[config.mk]
export PLATFORM = sky130hd
export DESIGN_NAME = integer_pixel_upscaler_core
export DESIGN_NICKNAME = d
export VERILOG_FILES = /design/src/rtl/core/ipu_pkg.sv /design/src/rtl/core/integer_pixel_upscaler_core.sv /design/src/rtl/core/ipu_ctrl.sv /design/src/rtl/core/ipu_datapath.sv
export SDC_FILE = /design/constraint.sdc
export NUM_CORES = 1
export LEC_CHECK = 0
export ABC_AREA = 1
export BUFFER_PORTS_ARGS = -buffer_cell sky130_fd_sc_hd__buf_2
export CAP_MARGIN = 10
export CORE_MARGIN = 5
export CORE_UTILIZATION = 55
export CTS_BUF_LIST = sky130_fd_sc_hd__clkbuf_16
export DETAILED_ROUTE_END_ITERATION = 8
export PLACE_DENSITY = 0.73
export SLEW_MARGIN = 40
export SYNTH_ARGS = -nofsm -noshare
export SYNTH_HDL_FRONTEND = slang
export SYNTH_HIERARCHICAL = 1
export SYNTH_SLANG_ARGS = --single-unit
[constraint.sdc]
create_clock -name aclk -period 17.5 [get_ports aclk]
set_input_delay 3.5 -clock aclk [delete_from_list [all_inputs] [get_ports aclk]]
set_output_delay 3.5 -clock aclk [all_outputs]
set_load 0.1 [all_outputs]
[src/rtl/core/ipu_pkg.sv]
`timescale 1ns / 1ps

package ipu_pkg;

    localparam int DEF_MAX_WIDTH  = 4096;
    localparam int DEF_MAX_HEIGHT = 4096;
    localparam int DEF_MAX_SCALE  = 4;

    localparam int PIX_W       = 32;
    localparam int ADDR_W      = 28;
    localparam int SCALE_CFG_W = 3;
    localparam int WIDTH_CFG_W = 13;
    localparam int CFG_DATA_W  = 13;
    localparam int CFG_IDX_W   = 1;

    localparam logic [CFG_IDX_W-1:0] REG_SCALE = 1'd0;
    localparam logic [CFG_IDX_W-1:0] REG_WIDTH = 1'd1;

    localparam logic [SCALE_CFG_W-1:0] SCALE_RESET = 3'd2;
    localparam logic [WIDTH_CFG_W-1:0] WIDTH_RESET = 13'd320;

    // Commands from the controller to the datapath.
    typedef struct packed {
        logic load;      // capture the accepted pixel and advance the position
        logic mul1;      // destination width, row and column products
        logic mul2;      // row base address product
        logic sum;       // first write address of the block
        logic next_col;  // step to the next write in the same line
        logic next_row;  // step to the first write of the next line
    } ipu_cmd_t;

    // Status from the datapath to the controller.
    typedef struct packed {
        logic sc_last;
        logic sr_last;
    } ipu_status_t;

endpackage

[src/rtl/core/integer_pixel_upscaler_core.sv]
`timescale 1ns / 1ps
// Nearest-neighbor integer upscaler core.
// Source pixels enter on the s_ channel in raster order, one transfer per pixel,
// with s_frame_start marking the first pixel of a frame, which resets the column
// and row position. For each pixel the core sends scale*scale transfers on the
// m_ channel, line by line within the replicated block, each holding the
// destination address, the unchanged pixel, and m_run_last on the final one.
// Scale and source width are written through the cfg_ port; the user must do so
// only while the core idles, as the core itself does not enforce it. Each pixel
// is accepted, then passes through address arithmetic (two multiplier stages and
// an add), then one write per cycle is sent while the receiver is ready. m_valid
// rises after the controller has stepped through the MUL1, MUL2 and SUM states.
// The output is registered, so a stalled receiver simply holds the current write
// steady on the m_ ports and the core waits; s_ready stays low until the last
// write of the pixel has been taken. Synchronous reset restores scale 2 and
// width 320, clears the position, and drops m_valid.

module integer_pixel_upscaler_core
    import ipu_pkg::*;
#(
    parameter int MAX_WIDTH  = DEF_MAX_WIDTH,
    parameter int MAX_HEIGHT = DEF_MAX_HEIGHT,
    parameter int MAX_SCALE  = DEF_MAX_SCALE
) (
    input  logic                  aclk,
    input  logic                  aresetn,
    input  logic                  cfg_wen,
    input  logic [CFG_IDX_W-1:0]  cfg_index,
    input  logic [CFG_DATA_W-1:0] cfg_data,
    input  logic                  s_valid,
    output logic                  s_ready,
    input  logic [PIX_W-1:0]      s_pixel_value,
    input  logic                  s_frame_start,
    output logic                  m_valid,
    input  logic                  m_ready,
    output logic [ADDR_W-1:0]     m_dest_address,
    output logic [PIX_W-1:0]      m_out_pixel,
    output logic                  m_run_last
);

    // The controller sequences each pixel; the datapath holds the position
    // counters, the configuration, and the address arithmetic.
    ipu_cmd_t    cmd;
    ipu_status_t status;

    ipu_ctrl u_ctrl (
        .aclk    (aclk),
        .aresetn (aresetn),
        .s_valid (s_valid),
        .s_ready (s_ready),
        .m_valid (m_valid),
        .m_ready (m_ready),
        .status  (status),
        .cmd     (cmd)
    );

    ipu_datapath #(
        .MAX_WIDTH  (MAX_WIDTH),
        .MAX_HEIGHT (MAX_HEIGHT),
        .MAX_SCALE  (MAX_SCALE)
    ) u_datapath (
        .aclk           (aclk),
        .aresetn        (aresetn),
        .cfg_wen        (cfg_wen),
        .cfg_index      (cfg_index),
        .cfg_data       (cfg_data),
        .s_pixel_value  (s_pixel_value),
        .s_frame_start  (s_frame_start),
        .m_dest_address (m_dest_address),
        .m_out_pixel    (m_out_pixel),
        .m_run_last     (m_run_last),
        .cmd            (cmd),
        .status         (status)
    );

endmodule

[src/rtl/core/ipu_ctrl.sv]
`timescale 1ns / 1ps

module ipu_ctrl
    import ipu_pkg::*;
(
    input  logic        aclk,
    input  logic        aresetn,
    input  logic        s_valid,
    output logic        s_ready,
    output logic        m_valid,
    input  logic        m_ready,
    input  ipu_status_t status,
    output ipu_cmd_t    cmd
);

    localparam logic [2:0] ST_IDLE = 3'd0;
    localparam logic [2:0] ST_MUL1 = 3'd1;
    localparam logic [2:0] ST_MUL2 = 3'd2;
    localparam logic [2:0] ST_SUM  = 3'd3;
    localparam logic [2:0] ST_EMIT = 3'd4;

    logic [2:0] state_reg;
    logic [2:0] state_next;
    logic       out_xfer;

    assign s_ready  = (state_reg == ST_IDLE);
    assign m_valid  = (state_reg == ST_EMIT);
    assign out_xfer = m_valid && m_ready;

    always_comb begin
        state_next = state_reg;
        cmd        = '0;
        unique case (state_reg)
            ST_IDLE: begin
                if (s_valid) begin
                    cmd.load   = 1'b1;
                    state_next = ST_MUL1;
                end
            end
            ST_MUL1: begin
                cmd.mul1   = 1'b1;
                state_next = ST_MUL2;
            end
            ST_MUL2: begin
                cmd.mul2   = 1'b1;
                state_next = ST_SUM;
            end
            ST_SUM: begin
                cmd.sum    = 1'b1;
                state_next = ST_EMIT;
            end
            ST_EMIT: begin
                if (out_xfer) begin
                    priority if (status.sc_last && status.sr_last) begin
                        state_next = ST_IDLE;
                    end else if (status.sc_last) begin
                        cmd.next_row = 1'b1;
                    end else begin
                        cmd.next_col = 1'b1;
                    end
                end
            end
            default: begin
                state_next = ST_IDLE;
            end
        endcase
    end

    always_ff @(posedge aclk) begin
        if (!aresetn) begin
            state_reg <= ST_IDLE;
        end else begin
            state_reg <= state_next;
        end
    end

endmodule

[src/rtl/core/ipu_datapath.sv]
`timescale 1ns / 1ps

module ipu_datapath
    import ipu_pkg::*;
#(
    parameter int MAX_WIDTH  = DEF_MAX_WIDTH,
    parameter int MAX_HEIGHT = DEF_MAX_HEIGHT,
    parameter int MAX_SCALE  = DEF_MAX_SCALE
) (
    input  logic                  aclk,
    input  logic                  aresetn,
    input  logic                  cfg_wen,
    input  logic [CFG_IDX_W-1:0]  cfg_index,
    input  logic [CFG_DATA_W-1:0] cfg_data,
    input  logic [PIX_W-1:0]      s_pixel_value,
    input  logic                  s_frame_start,
    output logic [ADDR_W-1:0]     m_dest_address,
    output logic [PIX_W-1:0]      m_out_pixel,
    output logic                  m_run_last,
    input  ipu_cmd_t              cmd,
    output ipu_status_t           status
);

    localparam int COL_W = $clog2(MAX_WIDTH);
    localparam int ROW_W = $clog2(MAX_HEIGHT);
    localparam int WW    = $clog2(MAX_WIDTH + 1);
    localparam int SW    = $clog2(MAX_SCALE + 1);
    localparam int DW_W  = WW + SW;
    localparam int RS_W  = ROW_W + SW;
    localparam int CS_W  = COL_W + SW;
    localparam int PR_W  = RS_W + DW_W;

    logic [SCALE_CFG_W-1:0] cfg_scale_reg;
    logic [WIDTH_CFG_W-1:0] cfg_width_reg;
    logic [COL_W-1:0]       col_reg;
    logic [ROW_W-1:0]       row_reg;

    logic [SW-1:0]     scale_reg;
    logic [WW-1:0]     width_reg;
    logic [COL_W-1:0]  cur_col_reg;
    logic [ROW_W-1:0]  cur_row_reg;
    logic [PIX_W-1:0]  pixel_reg;
    logic [DW_W-1:0]   dest_w_reg;
    logic [RS_W-1:0]   rs_reg;
    logic [CS_W-1:0]   cs_reg;
    logic [ADDR_W-1:0] base_reg;
    logic [ADDR_W-1:0] addr_reg;
    logic [ADDR_W-1:0] line_reg;
    logic [SW-1:0]     sc_reg;
    logic [SW-1:0]     sr_reg;

    logic [SW-1:0]    s_eff;
    logic [WW-1:0]    w_eff;
    logic [COL_W-1:0] cur_col;
    logic [ROW_W-1:0] cur_row;
    logic [COL_W:0]   col_inc;
    logic [ROW_W:0]   row_inc;
    logic [PR_W-1:0]  row_prod;
    logic [ADDR_W-1:0] next_line;
    logic             sc_last;
    logic             sr_last;

    // Out-of-range settings are clamped into the supported range.
    always_comb begin
        if (cfg_scale_reg == '0) begin
            s_eff = SW'(1);
        end else if (32'(cfg_scale_reg) > 32'(MAX_SCALE)) begin
            s_eff = SW'(MAX_SCALE);
        end else begin
            s_eff = SW'(cfg_scale_reg);
        end
        if (cfg_width_reg == '0) begin
            w_eff = WW'(1);
        end else if (32'(cfg_width_reg) > 32'(MAX_WIDTH)) begin
            w_eff = WW'(MAX_WIDTH);
        end else begin
            w_eff = WW'(cfg_width_reg);
        end
    end

    assign cur_col   = s_frame_start ? '0 : col_reg;
    assign cur_row   = s_frame_start ? '0 : row_reg;
    assign col_inc   = {1'b0, cur_col} + 1'b1;
    assign row_inc   = {1'b0, cur_row} + 1'b1;
    assign row_prod  = PR_W'(rs_reg) * PR_W'(dest_w_reg);
    assign next_line = line_reg + ADDR_W'(dest_w_reg);

    assign sc_last = (SW'(sc_reg + 1'b1) == scale_reg);
    assign sr_last = (SW'(sr_reg + 1'b1) == scale_reg);
    assign status  = '{sc_last: sc_last, sr_last: sr_last};

    assign m_dest_address = addr_reg;
    assign m_out_pixel    = pixel_reg;
    assign m_run_last     = sc_last && sr_last;

    always_ff @(posedge aclk) begin
        if (!aresetn) begin
            cfg_scale_reg <= SCALE_RESET;
            cfg_width_reg <= WIDTH_RESET;
            col_reg       <= '0;
            row_reg       <= '0;
        end else begin
            if (cfg_wen) begin
                unique case (cfg_index)
                    REG_SCALE: cfg_scale_reg <= cfg_data[SCALE_CFG_W-1:0];
                    REG_WIDTH: cfg_width_reg <= cfg_data[WIDTH_CFG_W-1:0];
                    default: ;
                endcase
            end
            if (cmd.load) begin
                if (32'(col_inc) >= 32'(w_eff)) begin
                    col_reg <= '0;
                    row_reg <= (32'(row_inc) >= 32'(MAX_HEIGHT)) ? '0 : row_inc[ROW_W-1:0];
                end else begin
                    col_reg <= col_inc[COL_W-1:0];
                    row_reg <= cur_row;
                end
            end
        end
    end

    always_ff @(posedge aclk) begin
        if (cmd.load) begin
            scale_reg   <= s_eff;
            width_reg   <= w_eff;
            cur_col_reg <= cur_col;
            cur_row_reg <= cur_row;
            pixel_reg   <= s_pixel_value;
        end
        if (cmd.mul1) begin
            dest_w_reg <= DW_W'(width_reg) * DW_W'(scale_reg);
            rs_reg     <= RS_W'(cur_row_reg) * RS_W'(scale_reg);
            cs_reg     <= CS_W'(cur_col_reg) * CS_W'(scale_reg);
        end
        if (cmd.mul2) begin
            base_reg <= ADDR_W'(row_prod);
        end
        if (cmd.sum) begin
            addr_reg <= base_reg + ADDR_W'(cs_reg);
            line_reg <= base_reg + ADDR_W'(cs_reg);
            sc_reg   <= '0;
            sr_reg   <= '0;
        end
        if (cmd.next_col) begin
            addr_reg <= addr_reg + 1'b1;
            sc_reg   <= sc_reg + 1'b1;
        end
        if (cmd.next_row) begin
            addr_reg <= next_line;
            line_reg <= next_line;
            sc_reg   <= '0;
            sr_reg   <= sr_reg + 1'b1;
        end
    end

endmodule

* After elaboration in Yosys (flattened, before gate mapping)
Index checks and enable logic that the tools add are counted.
Word-level totals: word-level logic and storage cells 85, input port bits 52, register bits after elaboration 251
Operators by class: order comparisons 4, $add $sub $neg 7, reduce and logical (&&, ||, !) cells 12, equality and inequality tests 9, $mul 4, muxes and demuxes 29, bitwise gates (word level) 1
Operator list (number):
- 28-bit two-way mux | 4
- 12-bit two-way mux | 5
- 12-bit by 3-bit multiplier with 15-bit output | 2
- 28-bit by 1-bit adder with 28-bit output, second input constant | 1
- 28-bit by 15-bit adder with 28-bit output | 1
- 28-bit by 16-bit adder with 28-bit output | 1
- 15-bit by 16-bit multiplier with 28-bit output | 1
- 12-bit by 1-bit adder with 13-bit output, second input constant | 2
- 13-bit two-way mux | 2
- 3-bit two-way mux | 7
- 13-bit by 3-bit multiplier with 16-bit output | 1
- 3-bit case mux with 5 select lines | 1
- 13-bit greater-or-equal comparator | 1
- 13-bit greater-or-equal comparator, second input constant | 1
- 13-bit > comparator, second input constant | 1
- 13-bit zero test | 1
- 1-bit two-way mux | 7
- 3-bit by 1-bit adder with 3-bit output, second input constant | 2
- 3-bit by 2-bit == test with 1-bit output, second input constant | 2
- 3-bit == test | 2
- 3-bit zero test | 2
- 2-bit two-way mux | 3
- 2-bit != test, second input constant | 3
- 2-bit AND reduction | 2
- other kinds (9) | 11

* Depth between registers and ports, before layout
depth in word-level cells 8, depth in mapped cells 27, mapped depth without buffers 25

* By module
Netlist, hierarchy kept.
By module, submodules not included:
- ipu_datapath | cells each 3214, sequential area each 7016.7 um^2, instances 1, area each 24652.4 um^2
- ipu_ctrl | cells each 32, sequential area each 60.1 um^2, instances 1, area each 190.2 um^2

* Worst setup path before layout
Ideal clock, no wire load.
path kind in2reg, from input s_valid, to register u_datapath.col_reg[10], path buffers 1, required time 17.372 ns, arrival time 8.353 ns, path slack 9.020 ns, cell stages on the path 6, library setup time 0.128 ns, path through inv_1 nor2_1 clkinv_1 clkbuf_1 a22oi_1 nor2_1
RTL lines:
- start: declaration | line integer_pixel_upscaler_core.sv:30 | input logic s_valid,
- end signal: assignment | line ipu_datapath.sv:115 | col_reg <= col_inc[COL_W-1:0];
- end: declaration | line ipu_datapath.sv:35 | logic [COL_W-1:0] col_reg;

* Worst setup path in the final report
from register u_datapath.dest_w_reg[7], to register u_datapath.base_reg[21] (data pin)
On the way: cells in the longest elaborated chain, start to end 1
Ends and longest elaborated chain:
- start: declaration | line ipu_datapath.sv:43 | logic [DW_W-1:0] dest_w_reg;
- start signal: assignment | line ipu_datapath.sv:131 | dest_w_reg <= DW_W'(width_reg) * DW_W'(scale_reg);
- 15-bit by 16-bit multiplier with 28-bit output | line ipu_datapath.sv:85 | assign row_prod = PR_W'(rs_reg) * PR_W'(dest_w_reg);
- named net u_datapath.row_prod[21] | line ipu_datapath.sv:58 | logic [PR_W-1:0] row_prod;
- end signal: assignment | line ipu_datapath.sv:136 | base_reg <= ADDR_W'(row_prod);
- end: declaration | line ipu_datapath.sv:46 | logic [ADDR_W-1:0] base_reg;
The timed path passes the listed nets, and every way through them passes these cells. A chain may end at the register's enable or synchronous reset.

==> impl_results.md <==
- Total number of vias: 20,900
- Post-synth EDFFs: 205
- Core footprint: 44,400 um^2
- Share of cells above drive strength 1: under 10%
- Syn nets: 3,684
- Clk_lat worst skew: 0.61 ns
- Routed Wire Length: 65.7 mm
- Post-synth top area cell: edfxtp_1
- CTS tree: done
- Worst Setup Start Kind: flop
- Die span in y: roughly 220 um
- Max Freq: 0.161 GHz
- Routed wire per std cell: 16.7 um
- Vias per cell: 5.30
- Final core utilization: 60.6%
- Hold crit path type: reg -> reg
- Final Hold Viols: 0
- Largest net degree at the start of global routing: 53
- Worst Clk Skew: between 0.05 and 0.06 ns
- Most used flip-flop cell after synthesis: edfxtp_1
- Worst hold slack: 0.467 ns
- Nets: 3,761
- Register area share after synthesis: roughly 28%
- Number of distinct library cells after synthesis: between 50 and 60
- DRT iter0 DRCs: 1,420
- Most instantiated cells after synthesis: nand2_1, inv_1, fa_1
- Synth-to-Final Area Change: 8.31%
- Drt pass-1 iters: 5
- Worst path cell trace: nand2_1 > inv_1 > fa_1 > inv_1 > fa_1 > inv_1 > fa_1 > inv_1 > fa_1 > inv_1 > fa_1 > inv_1 > fa_1 > inv_1 > ha_1 > a21oi_1 > o21ai_0 > a21oi_1 > o21ai_0 > and2_1 > o21bai_1 > nand2_1
- Crit path kind: reg -> reg
- Outcome: finished, final reports clean
- # fillers: 4,007
- Standard-cell rows: 77
- Critical Path Max Stage Delay: 0.75 ns
- Post-CTS setup buffers: 0
- Final setup vio count: 0
- Vias in the first global route: 21,400
- First-pass GRT wire length: about 110 mm
- Worst slew pin tran: 0.871 ns
- Post-Layout Cell Count: 3,940
- Async S/R FF share, synth: 0%
- CP most frequent cell: inv_1
- Width of the chip: ~220 um
- Initial Util: 55.9%
- Count of input and output buffers: roughly 110
- Crit-path slowest cell: edfxtp_1
- Max FFs per register: 32
- Global Route Usage Sum: between 20% and 30%
- Detail Placement HPWL: 52.3 mm
- Yosys warns: 6
- Post-Syn Area per Cell: 7.65 um^2
- Critical path peak fanout: 16
- Crit end category: flop
- H-tree depth: 1
- Clock Tree Root: clkbuf_16
- RD Place Congestion: 0.949
- Placed Cells: 3,881
- Hold Buf Count CTS: 0
- Initial antenna violation count: 1
- Final Cycle Share: 35.5%
- CTS Buf Count: 30
- Main area contributors after synthesis: edfxtp_1, fa_1, nand2_1
- Post-DRT Antenna Nets: 0
- Final worst path period need: 6.21 ns
- Drc violations: 0
- Clock buffer depth: 3
- Count leader, synth: nand2_1
- Worst EP arrival: 6.52 ns
- Post-Syn Area: 24,800 um^2
- Reg clk slew, reported paths: 0.06 ns
- Slew HR: 41.9%
- Setup TNS: 0 ns
- Slew Viols, Final: 0
- Die area: 49,500 um^2
- Post-CTS Resized: 0
- FF+latch count, synth: 251
- Post-Synthesis Cells: 3,246
- WP data required: ~18 ns
- Setup repair after global routing missed its margin: no
- Top Ports: 115
- CTS sink count: 251
- # Max-Cap Violations: 0
- Post-synth top area share: 24.8%
- Gr ovfl total: 0
==> stage by stage <==
| step | setup WS (ns) | area (um^2) |
|---|---|---|
| after floorplan | 9.02 | 24800 |
| after global placement | 10.72 | 25900 |
| after detailed placement | 10.70 | 25900 |
| after CTS | 11.27 | 26900 |
| after global routing | 10.92 | 26900 |
| final | 11.29 | 26900 |
==> kinds of logic after synthesis <==
family | synth area share (%)
adder cells (fa/ha/maj) | 25.9
buffers and inverters | 12.0
flip-flops | 28.5
AND/OR/NAND/NOR | 24.3
XOR/XNOR | 3.24
AO/OA/AOI/OAI | 6.00
==> layout by cell type, fill, tap and decap left out, types with 31 or more instances in the layout <==
master and count:
a21oi_1 121, buf_2 114, clkbuf_16 31, dfxtp_1 46, edfxtp_1 205, fa_1 214, ha_1 172, inv_1 689
nand2_1 983, nand3_1 170, nand4_1 49, nor2_1 187, o21ai_0 99, xor2_1 63
==> worst max-delay path: cells and delay by family (launching register included) <==
family / cells / cell delay [ns]
fa+ha+maj: 7 / 3.35
compound gates: 5 / 0.91
flops: 1 / 0.75
simple gates: 3 / 0.50
buf+inv: 7 / 0.40
==> metal layers <==
metal,vias up,GRT usage (%),share of wire [%]
li1,10200,-,-
met1,9947,34.7,42
met3,124,3.10,5.7
met5,-,0,0.011
met2,640,46.1,49
met4,2,7.87,3.1
==> worst paths after layout <==
| check | start | endpoint | slack [ns] | cells after the start |
|---|---|---|---|---|
| max | u_datapath/dest_w_reg[7] | u_datapath/base_reg[21] | 11.29 | 22 |
| min | u_datapath/col_reg[11] | u_datapath/col_reg[11] | 0.47 | 2 |
| max reg2reg | u_datapath/dest_w_reg[7] | u_datapath/base_reg[21] | 11.29 | 22 |
| min reg2reg | u_datapath/col_reg[11] | u_datapath/col_reg[11] | 0.47 | 2 |
==> cell type report <==
class	count	area [um^2]	area share, %
clock inverters	25	190	0.707
diodes	1	2.50	0.00930
well taps	592	741	2.75
multi-input cells	2211	14800	54.9
clock buffers	31	776	2.88
repair buffers	133	721	2.68
flip-flops and latches	251	7080	26.3
inverters	696	2620	9.72
Power is not shown: default switching activity piles up to over one toggle a cycle in this logic, so the estimate is an artifact.
